[src/hdl/rlkd_pkg.sv]
`timescale 1ns / 1ps
// ----------------------------------------------------------------------------
// rlkd_pkg
// Shared sizes, types and reset values of the resistor ladder keypad decoder.
// ----------------------------------------------------------------------------
package rlkd_pkg;

    localparam int NUM_LEVELS   = 8;
    localparam int NUM_BUTTONS  = 3;
    localparam int ADC_BITS     = 12;
    localparam int TIME_BITS    = 32;

    localparam int LEVEL_BITS   = $clog2(NUM_LEVELS);
    localparam int BTN_IDX_BITS = (NUM_BUTTONS > 1) ? $clog2(NUM_BUTTONS) : 1;
    localparam int BTN_NUM_BITS = 2;
    localparam int OUT_MASK_BITS = 3;

    // stream payload widths, rounded up to whole bytes
    localparam int S_TDATA_W = ((ADC_BITS + TIME_BITS + 7) / 8) * 8;
    localparam int M_FIELDS_W = BTN_NUM_BITS + 1 + TIME_BITS + OUT_MASK_BITS;
    localparam int M_TDATA_W = ((M_FIELDS_W + 7) / 8) * 8;

    // bit positions of the result fields in m_tdata
    localparam int M_PRESSED_POS = BTN_NUM_BITS;
    localparam int M_ELAPSED_LSB = BTN_NUM_BITS + 1;
    localparam int M_MASK_LSB    = BTN_NUM_BITS + 1 + TIME_BITS;

    localparam int QUEUE_DEPTH = 4;
    localparam int QPTR_BITS   = $clog2(QUEUE_DEPTH);

    typedef logic [ADC_BITS-1:0]    adc_t;
    typedef logic [TIME_BITS-1:0]   time_t;
    typedef logic [LEVEL_BITS-1:0]  level_idx_t;
    typedef logic [NUM_BUTTONS-1:0] btn_vec_t;

    // one decoded sample that changes at least one button
    typedef struct packed {
        level_idx_t mask;
        btn_vec_t   changed;
        time_t      stamp;
    } entry_t;

    typedef struct packed {
        logic full;
        logic empty;
    } qstat_t;

    function automatic adc_t level_reset(input int idx);
        logic [15:0] v;
        case (idx)
            0:       v = 16'd3308;
            1:       v = 16'd2653;
            2:       v = 16'd2196;
            3:       v = 16'd1878;
            4:       v = 16'd1667;
            5:       v = 16'd1471;
            6:       v = 16'd1333;
            7:       v = 16'd1197;
            default: v = 16'd0;
        endcase
        return adc_t'(v);
    endfunction

endpackage

[src/hdl/resistor_ladder_keypad_decoder.sv]
`timescale 1ns / 1ps
// ----------------------------------------------------------------------------
// resistor_ladder_keypad_decoder
// Decodes ladder ADC samples into button masks and per-button change events.
// ----------------------------------------------------------------------------
// Usage:
//   s_ channel: one word per ADC sample, adc_code with its millisecond time.
//   m_ channel: one word per button whose state changed, lowest button first;
//   tlast marks the final event of a sample. A sample with no change gives
//   no word at all.
//   cfg_we/cfg_index/cfg_wdata write ladder level 0..7; write only when idle.
// Timing:
//   a sample's first event passes the stage-1 registers, the queue and the
//   output register. The front takes one sample per cycle unless the queue is
//   full and the sample changed; the back sends one event per cycle while
//   m_tready allows, one per changed button. A 4-deep queue sits between them.
// Reset: levels return to their default codes, the previous mask to zero,
//   all change times to zero, queue and output are emptied.
// Stall: while m_tready is low the output word holds; the queue fills and
//   then s_tready drops until the back drains it.
// ----------------------------------------------------------------------------
module resistor_ladder_keypad_decoder (
    input  logic                                aclk,
    input  logic                                aresetn,
    input  logic                                cfg_we,
    input  logic [rlkd_pkg::LEVEL_BITS-1:0]     cfg_index,
    input  logic [rlkd_pkg::ADC_BITS-1:0]       cfg_wdata,
    input  logic                                s_tvalid,
    output logic                                s_tready,
    // adc_code, time_now
    input  logic [rlkd_pkg::S_TDATA_W-1:0]      s_tdata,
    output logic                                m_tvalid,
    input  logic                                m_tready,
    // button_number, pressed, elapsed_ms, button_mask
    output logic [rlkd_pkg::M_TDATA_W-1:0]      m_tdata,
    output logic                                m_tlast
);

    logic              q_push;
    logic              q_pop;
    rlkd_pkg::entry_t  q_entry;
    rlkd_pkg::entry_t  q_head;
    rlkd_pkg::qstat_t  q_stat;

    rlkd_front u_front (
        .aclk      (aclk),
        .aresetn   (aresetn),
        .cfg_we    (cfg_we),
        .cfg_index (cfg_index),
        .cfg_wdata (cfg_wdata),
        .s_tvalid  (s_tvalid),
        .s_tready  (s_tready),
        .s_tdata   (s_tdata),
        .qstat_i   (q_stat),
        .push_o    (q_push),
        .entry_o   (q_entry)
    );

    rlkd_queue u_queue (
        .aclk    (aclk),
        .aresetn (aresetn),
        .push_i  (q_push),
        .entry_i (q_entry),
        .pop_i   (q_pop),
        .head_o  (q_head),
        .qstat_o (q_stat)
    );

    rlkd_back u_back (
        .aclk     (aclk),
        .aresetn  (aresetn),
        .head_i   (q_head),
        .qstat_i  (q_stat),
        .pop_o    (q_pop),
        .m_tvalid (m_tvalid),
        .m_tready (m_tready),
        .m_tdata  (m_tdata),
        .m_tlast  (m_tlast)
    );

    logic [rlkd_pkg::BTN_NUM_BITS-1:0]  out_num;
    logic [rlkd_pkg::OUT_MASK_BITS-1:0] out_mask;
    logic [rlkd_pkg::OUT_MASK_BITS-1:0] out_bit;

    assign out_num  = m_tdata[rlkd_pkg::BTN_NUM_BITS-1:0];
    assign out_mask = m_tdata[rlkd_pkg::M_MASK_LSB +: rlkd_pkg::OUT_MASK_BITS];
    assign out_bit  = out_mask >> (out_num - rlkd_pkg::BTN_NUM_BITS'(1));

    a_no_overflow: assert property (@(posedge aclk) disable iff (!aresetn)
        q_push |-> !q_stat.full)
        else $error("queue written while full");

    a_no_underflow: assert property (@(posedge aclk) disable iff (!aresetn)
        q_pop |-> !q_stat.empty)
        else $error("queue read while empty");

    a_button_nonzero: assert property (@(posedge aclk) disable iff (!aresetn)
        m_tvalid |-> (out_num != '0))
        else $error("event with button number zero");

    a_pressed_matches_mask: assert property (@(posedge aclk) disable iff (!aresetn)
        m_tvalid |-> (out_bit[0] == m_tdata[rlkd_pkg::M_PRESSED_POS]))
        else $error("pressed state disagrees with decoded mask");

endmodule

[src/hdl/rlkd_front.sv]
`timescale 1ns / 1ps
// ----------------------------------------------------------------------------
// rlkd_front
// Holds the ladder levels, takes samples, finds the nearest level and queues
// the samples whose button mask changed.
// ----------------------------------------------------------------------------
module rlkd_front (
    input  logic                                aclk,
    input  logic                                aresetn,
    input  logic                                cfg_we,
    input  logic [rlkd_pkg::LEVEL_BITS-1:0]     cfg_index,
    input  logic [rlkd_pkg::ADC_BITS-1:0]       cfg_wdata,
    input  logic                                s_tvalid,
    output logic                                s_tready,
    input  logic [rlkd_pkg::S_TDATA_W-1:0]      s_tdata,
    input  rlkd_pkg::qstat_t                    qstat_i,
    output logic                                push_o,
    output rlkd_pkg::entry_t                    entry_o
);

    rlkd_pkg::adc_t       level_reg [rlkd_pkg::NUM_LEVELS];
    rlkd_pkg::adc_t       dist_reg  [rlkd_pkg::NUM_LEVELS];
    rlkd_pkg::adc_t       gap_reg;
    rlkd_pkg::time_t      stamp_reg;
    logic                 s1_valid_reg;
    rlkd_pkg::level_idx_t prev_mask_reg;

    rlkd_pkg::adc_t       code;
    rlkd_pkg::adc_t       best;
    rlkd_pkg::level_idx_t best_idx;
    rlkd_pkg::level_idx_t mask;
    rlkd_pkg::btn_vec_t   changed;
    logic                 s1_go;

    assign code = s_tdata[rlkd_pkg::ADC_BITS-1:0];

    function automatic rlkd_pkg::adc_t adist(input rlkd_pkg::adc_t a,
                                             input rlkd_pkg::adc_t b);
        return (a >= b) ? (a - b) : (b - a);
    endfunction

    // level registers
    always_ff @(posedge aclk) begin
        if (!aresetn) begin
            for (int i = 0; i < rlkd_pkg::NUM_LEVELS; i++) begin
                level_reg[i] <= rlkd_pkg::level_reset(i);
            end
        end else if (cfg_we && (32'(cfg_index) < rlkd_pkg::NUM_LEVELS)) begin
            level_reg[cfg_index] <= cfg_wdata;
        end
    end

    // stage 1: distances to every level
    always_ff @(posedge aclk) begin
        if (s_tvalid && s_tready) begin
            for (int i = 0; i < rlkd_pkg::NUM_LEVELS; i++) begin
                dist_reg[i] <= adist(level_reg[i], code);
            end
            gap_reg   <= adist(level_reg[rlkd_pkg::NUM_LEVELS-2],
                               level_reg[rlkd_pkg::NUM_LEVELS-1]);
            stamp_reg <= s_tdata[rlkd_pkg::ADC_BITS +: rlkd_pkg::TIME_BITS];
        end
    end

    // nearest level: running minimum seeded with level 0's code, strict less-than
    always_comb begin
        best     = level_reg[0];
        best_idx = '0;
        for (int i = 0; i < rlkd_pkg::NUM_LEVELS; i++) begin
            if (dist_reg[i] < best) begin
                best     = dist_reg[i];
                best_idx = rlkd_pkg::LEVEL_BITS'(i);
            end
        end
        if ({best, 1'b0} <= {1'b0, gap_reg}) begin
            mask = best_idx;
        end else begin
            mask = '0;
        end
        changed = rlkd_pkg::btn_vec_t'(mask ^ prev_mask_reg);
    end

    assign s1_go    = (changed == '0) || !qstat_i.full;
    assign s_tready = !s1_valid_reg || s1_go;
    assign push_o   = s1_valid_reg && (changed != '0) && !qstat_i.full;

    assign entry_o.mask    = mask;
    assign entry_o.changed = changed;
    assign entry_o.stamp   = stamp_reg;

    always_ff @(posedge aclk) begin
        if (!aresetn) begin
            s1_valid_reg  <= 1'b0;
            prev_mask_reg <= '0;
        end else begin
            if (s_tready) begin
                s1_valid_reg <= s_tvalid;
            end
            if (s1_valid_reg && s1_go) begin
                prev_mask_reg <= mask;
            end
        end
    end

endmodule

[src/hdl/rlkd_queue.sv]
`timescale 1ns / 1ps
// ----------------------------------------------------------------------------
// rlkd_queue
// Short first-in first-out queue of decoded samples between front and back.
// ----------------------------------------------------------------------------
module rlkd_queue (
    input  logic              aclk,
    input  logic              aresetn,
    input  logic              push_i,
    input  rlkd_pkg::entry_t  entry_i,
    input  logic              pop_i,
    output rlkd_pkg::entry_t  head_o,
    output rlkd_pkg::qstat_t  qstat_o
);

    rlkd_pkg::entry_t                slot_reg [rlkd_pkg::QUEUE_DEPTH];
    logic [rlkd_pkg::QPTR_BITS-1:0]  wr_ptr_reg, wr_ptr_next;
    logic [rlkd_pkg::QPTR_BITS-1:0]  rd_ptr_reg, rd_ptr_next;
    logic [rlkd_pkg::QPTR_BITS:0]    count_reg, count_next;

    assign head_o        = slot_reg[rd_ptr_reg];
    assign qstat_o.full  = (count_reg == (rlkd_pkg::QPTR_BITS+1)'(rlkd_pkg::QUEUE_DEPTH));
    assign qstat_o.empty = (count_reg == '0);

    always_comb begin
        wr_ptr_next = wr_ptr_reg + rlkd_pkg::QPTR_BITS'(push_i);
        rd_ptr_next = rd_ptr_reg + rlkd_pkg::QPTR_BITS'(pop_i);
        count_next  = count_reg + (rlkd_pkg::QPTR_BITS+1)'(push_i)
                                - (rlkd_pkg::QPTR_BITS+1)'(pop_i);
    end

    always_ff @(posedge aclk) begin
        if (push_i) begin
            slot_reg[wr_ptr_reg] <= entry_i;
        end
    end

    always_ff @(posedge aclk) begin
        if (!aresetn) begin
            wr_ptr_reg <= '0;
            rd_ptr_reg <= '0;
            count_reg  <= '0;
        end else begin
            wr_ptr_reg <= wr_ptr_next;
            rd_ptr_reg <= rd_ptr_next;
            count_reg  <= count_next;
        end
    end

endmodule

[src/hdl/rlkd_back.sv]
`timescale 1ns / 1ps
// ----------------------------------------------------------------------------
// rlkd_back
// Turns each queued sample into one event per changed button, lowest button
// first, and keeps the per-button change times.
// ----------------------------------------------------------------------------
module rlkd_back (
    input  logic                             aclk,
    input  logic                             aresetn,
    input  rlkd_pkg::entry_t                 head_i,
    input  rlkd_pkg::qstat_t                 qstat_i,
    output logic                             pop_o,
    output logic                             m_tvalid,
    input  logic                             m_tready,
    output logic [rlkd_pkg::M_TDATA_W-1:0]   m_tdata,
    output logic                             m_tlast
);

    rlkd_pkg::time_t                    change_time_reg [rlkd_pkg::NUM_BUTTONS];
    rlkd_pkg::btn_vec_t                 done_reg, done_next;
    logic                               m_valid_reg;
    logic [rlkd_pkg::M_TDATA_W-1:0]     m_data_reg, m_data_next;
    logic                               m_last_reg, m_last_next;

    rlkd_pkg::btn_vec_t                 remaining;
    rlkd_pkg::btn_vec_t                 sel_bit;
    logic [rlkd_pkg::BTN_IDX_BITS-1:0]  sel;
    logic                               found;
    logic                               emit;
    logic                               last;
    rlkd_pkg::time_t                    elapsed;
    logic [rlkd_pkg::BTN_NUM_BITS-1:0]  btn_num;

    assign remaining = head_i.changed & ~done_reg;
    assign emit      = !qstat_i.empty && (!m_valid_reg || m_tready);

    // lowest button still to report
    always_comb begin
        sel     = '0;
        sel_bit = '0;
        found   = 1'b0;
        for (int b = 0; b < rlkd_pkg::NUM_BUTTONS; b++) begin
            if (remaining[b] && !found) begin
                found      = 1'b1;
                sel        = rlkd_pkg::BTN_IDX_BITS'(b);
                sel_bit[b] = 1'b1;
            end
        end
        last    = ((remaining & ~sel_bit) == '0);
        elapsed = head_i.stamp - change_time_reg[sel];
        btn_num = rlkd_pkg::BTN_NUM_BITS'(32'(sel) + 32'd1);

        m_data_next = '0;
        m_data_next[rlkd_pkg::BTN_NUM_BITS-1:0] = btn_num;
        m_data_next[rlkd_pkg::M_PRESSED_POS] = head_i.mask[sel];
        m_data_next[rlkd_pkg::M_ELAPSED_LSB +: rlkd_pkg::TIME_BITS] = elapsed;
        m_data_next[rlkd_pkg::M_MASK_LSB +: rlkd_pkg::OUT_MASK_BITS] =
            rlkd_pkg::OUT_MASK_BITS'(head_i.mask);
        m_last_next = last;

        if (emit) begin
            done_next = last ? '0 : (done_reg | sel_bit);
        end else begin
            done_next = done_reg;
        end
    end

    assign pop_o    = emit && last;
    assign m_tvalid = m_valid_reg;
    assign m_tdata  = m_data_reg;
    assign m_tlast  = m_last_reg;

    always_ff @(posedge aclk) begin
        if (emit) begin
            m_data_reg <= m_data_next;
            m_last_reg <= m_last_next;
        end
    end

    always_ff @(posedge aclk) begin
        if (!aresetn) begin
            m_valid_reg <= 1'b0;
            done_reg    <= '0;
            for (int b = 0; b < rlkd_pkg::NUM_BUTTONS; b++) begin
                change_time_reg[b] <= '0;
            end
        end else begin
            done_reg <= done_next;
            if (emit) begin
                m_valid_reg          <= 1'b1;
                change_time_reg[sel] <= head_i.stamp;
            end else if (m_tready) begin
                m_valid_reg <= 1'b0;
            end
        end
    end

endmodule
[config.mk]
export PLATFORM = sky130hd
export DESIGN_NAME = resistor_ladder_keypad_decoder
export DESIGN_NICKNAME = d
export VERILOG_FILES = /design/src/hdl/rlkd_pkg.sv /design/src/hdl/resistor_ladder_keypad_decoder.sv /design/src/hdl/rlkd_front.sv /design/src/hdl/rlkd_queue.sv /design/src/hdl/rlkd_back.sv
export SDC_FILE = /design/constraint.sdc
export NUM_CORES = 1
export LEC_CHECK = 0
export ABC_AREA = 0
export BUFFER_PORTS_ARGS = -buffer_cell sky130_fd_sc_hd__buf_2
export CAP_MARGIN = 15
export CORE_MARGIN = 4
export CORE_UTILIZATION = 60
export CTS_CLUSTER_SIZE = 14
export DETAILED_ROUTE_END_ITERATION = 10
export PLACE_DENSITY = 0.77
export SLEW_MARGIN = 5
export SYNTH_ARGS = -nofsm -noshare
export SYNTH_HDL_FRONTEND = slang
export SYNTH_SLANG_ARGS = --single-unit
[constraint.sdc]
create_clock -name aclk -period 44.7 [get_ports aclk]
set_input_delay 8.94 -clock aclk [delete_from_list [all_inputs] [get_ports aclk]]
set_output_delay 8.94 -clock aclk [all_outputs]
set_load 0.02 [all_outputs]
## Word level (Yosys, flattened, before mapping)

Memories as Yosys holds them, arrays and structs flattened. A register that Yosys moved wholly into a read port is not among the register bits.
Index checks and enable logic that the tools add are counted.
Widths: inputs -> output; s select.

| storage, ports and cells | value |
|---|---|
| flip-flop bits (word level) | 98 |
| bits in writable memories | 440 |
| bits of input ports | 68 |
| output and inout bits | 43 |
| logic and storage cells | 151 |
| memories kept | 4 |

| operators by class | value |
|---|---|
| $add $sub $neg | 24 |
| magnitude comparators | 19 |
| equal/unequal tests | 1 |
| multiplexer cells | 62 |
| bitwise logic cells | 6 |
| reductions and logical operators | 24 |

Memories:

| name | words | bits a word | read ports | clocked after memory_dff | write ports | line | RTL |
|---|---|---|---|---|---|---|---|
| u_queue.slot_reg | 4 | 38 | 1 | 1 | 1 | rlkd_queue.sv:16 | `rlkd_pkg::entry_t slot_reg [rlkd_pkg::QUEUE_DEPTH];` |
| u_back.change_time_reg | 3 | 32 | 1 | 0 | 3 | rlkd_back.sv:19 | `rlkd_pkg::time_t change_time_reg [rlkd_pkg::NUM_BUTTONS];` |
| u_front.dist_reg | 8 | 12 | 8 | 0 | 8 | rlkd_front.sv:22 | `rlkd_pkg::adc_t dist_reg [rlkd_pkg::NUM_LEVELS];` |
| u_front.level_reg | 8 | 12 | 8 | 0 | 8 | rlkd_front.sv:21 | `rlkd_pkg::adc_t level_reg [rlkd_pkg::NUM_LEVELS];` |

Operators by type and width:

| operator | count |
|---|---|
| $mux 12 | 26 |
| $sub 12x12->12 | 18 |
| $ge 12x12->1 | 9 |
| $lt 12x12->1 | 8 |
| $mux 32 | 1 |
| $reduce_or 32->1 | 1 |
| $sub 32x32->32 | 1 |
| $mux 1 | 22 |
| $mux 3 | 7 |
| $le 13x12->1 | 1 |
| $reduce_or 12->1 | 1 |
| $mux 2 | 5 |
| $logic_not 3->1 | 3 |
| $logic_and 1x1->1 | 8 |
| $and 3x3->3 | 2 |
| $logic_not 1->1 | 6 |
| $not 3->3 | 2 |
| $add 2x1->2 | 2 |
| $add 3x1->3 | 1 |
| $eq 3x3->1 const B | 1 |
| $logic_or 1x1->1 | 3 |
| $lt 2x3->1 const B | 1 |
| $or 3x3->3 | 1 |
| $reduce_bool 3->1 | 1 |
| 5 further kinds | 5 |

## Logic depth before layout (Yosys ltp)

An unclocked memory read counts as a cell.

| depth | value |
|---|---|
| word-level depth | 26 |
| depth in mapped cells | 133 |
| mapped depth without buffers | 121 |

## By module

Synthesis repeated with hierarchy kept, for this count alone.

| unflattened totals | value |
|---|---|
| cells, all modules | 3052 |
| area, all modules | 34146.5 µm² |

By module, submodules not included:

| module | instances | cells each | area each (µm²) | sequential area each (µm²) |
|---|---|---|---|---|
| rlkd_front | 1 | 2142 | 20946.3 | 7166.9 |
| rlkd_back | 1 | 679 | 7355.8 | 4134.0 |
| rlkd_queue | 1 | 231 | 5844.4 | 4704.5 |

## Least setup slack after synthesis

No wires, ideal clock.

| path | value |
|---|---|
| path kind | flip-flop to output port |
| start | memory u_front.level_reg[0][6] in the netlist's numbering |
| end | output port s_tready |
| arrival | 20.111 ns |
| required time | 35.760 ns |
| slack | 15.649 ns |
| stages on the path, launching flop included | 121 |
| buffers on the path | 14 |
| cells stage by stage | edfxtp_1 -> inv_1 -> ha_1 -> a21o_1 -> a221oi_2 -> o21ai_1 -> a21boi_1 -> clkbuf_1 -> clkbuf_1 -> a21oi_1 -> ha_1 -> a2111oi_0 -> inv_1 -> o211ai_1 -> o21ai_0 -> a22oi_1 -> nand2_1 -> clkbuf_1 -> (+85 left out) -> o21a_1 -> o21a_1 -> o21a_1 -> o21ai_0 -> nand2b_1 -> a21oi_1 -> nor2b_1 -> o21ai_0 -> nand2b_1 -> a21oi_1 -> nor2b_1 -> o32a_1 -> nor2_1 -> inv_1 -> o22ai_4 -> xor2_2 -> nor3_2 -> nand2b_1 |

RTL lines:

| what | line | RTL |
|---|---|---|
| start, declared | rlkd_front.sv:21 |  |
| end, declared | resistor_ladder_keypad_decoder.sv:29 | `output logic s_tready,` |

==> flow_summary.json <==
{
  "hold_viol": 0,
  "wl_mm": 79.6,
  "worst-r2r-setup-slack_ns": 19.97,
  "io_pins": 111,
  "grt_overflow_total": 0,
  "cts-root-to-sink-buffers": 3,
  "worst_ep_arrival_time_ns": 23.54,
  "most_repeated_cell_in_the_gate_level_netlist_after_synthesis": "edfxtp_1",
  "synth_flop_cell": "edfxtp_1",
  "routedWlPerCell_um": 20.8,
  "max_slew_margin_vs_limit": 0.308,
  "path_max_fanout": 28,
  "first_iter_violations": 1564,
  "via_count": 22900,
  "routed_via_density": 5.97,
  "antennaDiodeCount": 0,
  "insertion_delay_ns": 0.61,
  "r2r.worst_path.cells": 111,
  "cts_resized": 0,
  "critical_path_class": "flop to primary output",
  "clkSinkCount": 538,
  "achievable-frequency_mhz": 30.8,
  "synthesis.area_per_instance_sq_um": 11.4,
  "worstHoldPathCells": 2,
  "final_net_count": 3468,
  "cp_max_stage_cell": "o21a_1",
  "finalHoldWorstSlack_ns": 0.473,
  "synth_top_cells_by_count": "edfxtp_1, ha_1, inv_1, a21oi_1, o21ai_0",
  "worst-path-stages": 111,
  "totalNegativeSetupSlack_ns": 0,
  "placed_cells": 3734,
  "final_cells": 3836,
  "finalClockSkew_ns": 0.0180,
  "drt_pre_antenna_iters": 7,
  "setup_viol_count_final": 0,
  "tritoncts": "done",
  "drtAntennaViolNets": 0,
  "initial_utilization": 0.608,
  "post_synthesis_async_set_or_reset_flop_share": 0,
  "antenna_found_initial": 1,
  "timing.final.crit_share": 0.727,
  "hold_path.startpoint": "u_back.done_reg[0]",
  "cts_htree_levels": 2,
  "hold-path-endpoint": "u_back.done_reg[0]",
  "synth_enable_flop_cells": 523,
  "yosysWarnings": 0,
  "flow.area_growth_from_synthesis_pct": 9.65,
  "max_slew.worst_pin.slew_ns": 1.04,
  "grt_max_degree": 86,
  "synth-seq-cells": 538,
  "cts_inserted_buffers": 55,
  "dieWidth_um": 244,
  "core_sq_um": 55200,
  "worst_path_dominant_cell_family": "compound AO/OA/AOI/OAI gates",
  "critical_path.startpoint_type": "flop",
  "grt_first_pass_wirelength_mm": 124,
  "critPathMostFrequentCell": "a21oi_1",
  "clk_root_buffer_cell": "clkbuf_16",
  "route.detailed.drc": 0,
  "grt_setup_unrepaired": "false",
  "slowest_delay_ns": 0.77,
  "fp.dieH_um": 244,
  "yosysUniqueCellTypes": 83,
  "yosys.area.top_type": "edfxtp_1",
  "min_period_ns": 32.48,
  "hold_class": "flop to flop",
  "place.port_buffers": 104,
  "cts_hold_buffers": 0,
  "timing.critical_path.buf_inv": 12,
  "clk_transition_reported_paths_ns": 0.06,
  "run_status": "finished clean",
  "cp-end-kind": "primary output",
  "area_of_combinational_cells_with_multiple_inputs_sq_um": 16300,
  "synth-seq-area-share": 0.477,
  "syn-cell-area_sq_um": 33500,
  "num-fill-cells": 4071,
  "floorplan.die_area_sq_um": 59700,
  "final-seq-area_sq_um": 16000,
  "grt_pass1_vias": 22700,
  "netlist_instances": 2949,
  "final-max-slew-violation-count": 0,
  "placementRows": 86,
  "reg2reg_to": "u_front.dist_reg[0][19]",
  "cts_setup_buffers": 0,
  "number_of_flip_flops_in_the_largest_register": 152,
  "max-cap-violations": 0,
  "place.gp.congestion": 0.940,
  "total_routing_usage_reported_by_global_routing": 0.263,
  "dp.final_hpwl_mm": 58.0,
  "worst-endpoint-required_ns": 35.76,
  "synth.top_cell.area_share": 0.468,
  "critical_path.reg2reg.startpoint": "u_front.level_reg[0][6]",
  "post_route_cells_drive_above_1_share": 0.107,
  "synth_top_cells_by_area": "edfxtp_1, ha_1, mux2i_1"
}
[placed cells by master, fill, tap and decap left out, types with 8 or more instances in the layout]
cell type / count
inv_1: 243
a221oi_1: 9
clkbuf_16: 55
mux4_2: 37
nor3_1: 27
nand3_1: 26
clkinv_2: 12
o21bai_1: 25
o21ai_0: 168
nand4_1: 24
nand2_1: 125
xor2_1: 42
a21boi_0: 13
a211oi_1: 25
o21a_1: 20
dfxtp_1: 13
clkbuf_1: 8
nor2_1: 138
mux2_2: 23
edfxtp_1: 523
a21o_1: 134
a31oi_1: 14
clkinv_1: 10
xnor2_1: 76
a221o_1: 11
nand2b_1: 86
bufinv_16: 8
buf_4: 35
or3_1: 31
ha_1: 336
fa_1: 20
nor2b_1: 69
and2_1: 151
a21oi_1: 195
mux2i_1: 117
and4_1: 10
buf_2: 105
[worst max-delay path by stage]
stage / from / to / slack, ns
2_1_floorplan: u_front.level_reg[0][6] / s_tready / 15.65
3_3_place_gp: u_front.level_reg[0][6] / s_tready / 13.85
3_5_place_dp: u_front.level_reg[0][6] / s_tready / 13.16
4_1_cts: u_front.level_reg[0][6] / s_tready / 12.34
5_1_grt: u_front.level_reg[0][6] / s_tready / 10.22
6_report: u_front.level_reg[0][6] / s_tready / 12.22
[cells by family (layout without fill, tap and decap cells)]
logic type / Yosys count / in the layout / share of synthesized area
AOI/OAI and AO/OA: 694 / 694 / 0.133
xor gates and xnor gates: 119 / 119 / 0.0313
adders and majority gates: 359 / 359 / 0.138
buffers and inverters: 348 / 486 / 0.0396
DFF: 538 / 538 / 0.477
muxes: 178 / 178 / 0.0678
other: 1 / 2 / 0.000112
and+or+nand+nor: 712 / 712 / 0.112
[per-layer routing]
metal  part of all wire  vias up  global-route usage
met2               0.47      709               0.443
li1                   -    10900                   -
met4              0.043        0               0.105
met5                  0        -                   0
met3              0.056      188              0.0323
met1               0.43    11100               0.351
[through the flow]
step            util  setup slack (ns)  area (sq um)
6_report       0.666             12.22         36800
5_1_grt        0.666             10.22         36800
4_1_cts        0.666             12.34         36800
3_5_place_dp   0.633             13.16         34900
3_3_place_gp   0.632             13.85         34900
2_1_floorplan      -             15.65         33500
[worst min-delay path, stage by stage, from the launching register on]
cell	delay [ns]
dfxtp_1	0.32
a21oi_1	0.04
nor2_1	0.08
[layout make-up]
cell class	instances	share of cell area
clock buffers	63	0.0382
clock inverters	38	0.0121
inverters	244	0.0249
multi-input cells	2064	0.442
flip-flops and latches	538	0.435
well taps	748	0.0254
repair buffers	141	0.0216
Power is left out: the tool's default activity adds up to more than one toggle a clock period on the data nets, which glitch-free logic cannot reach.
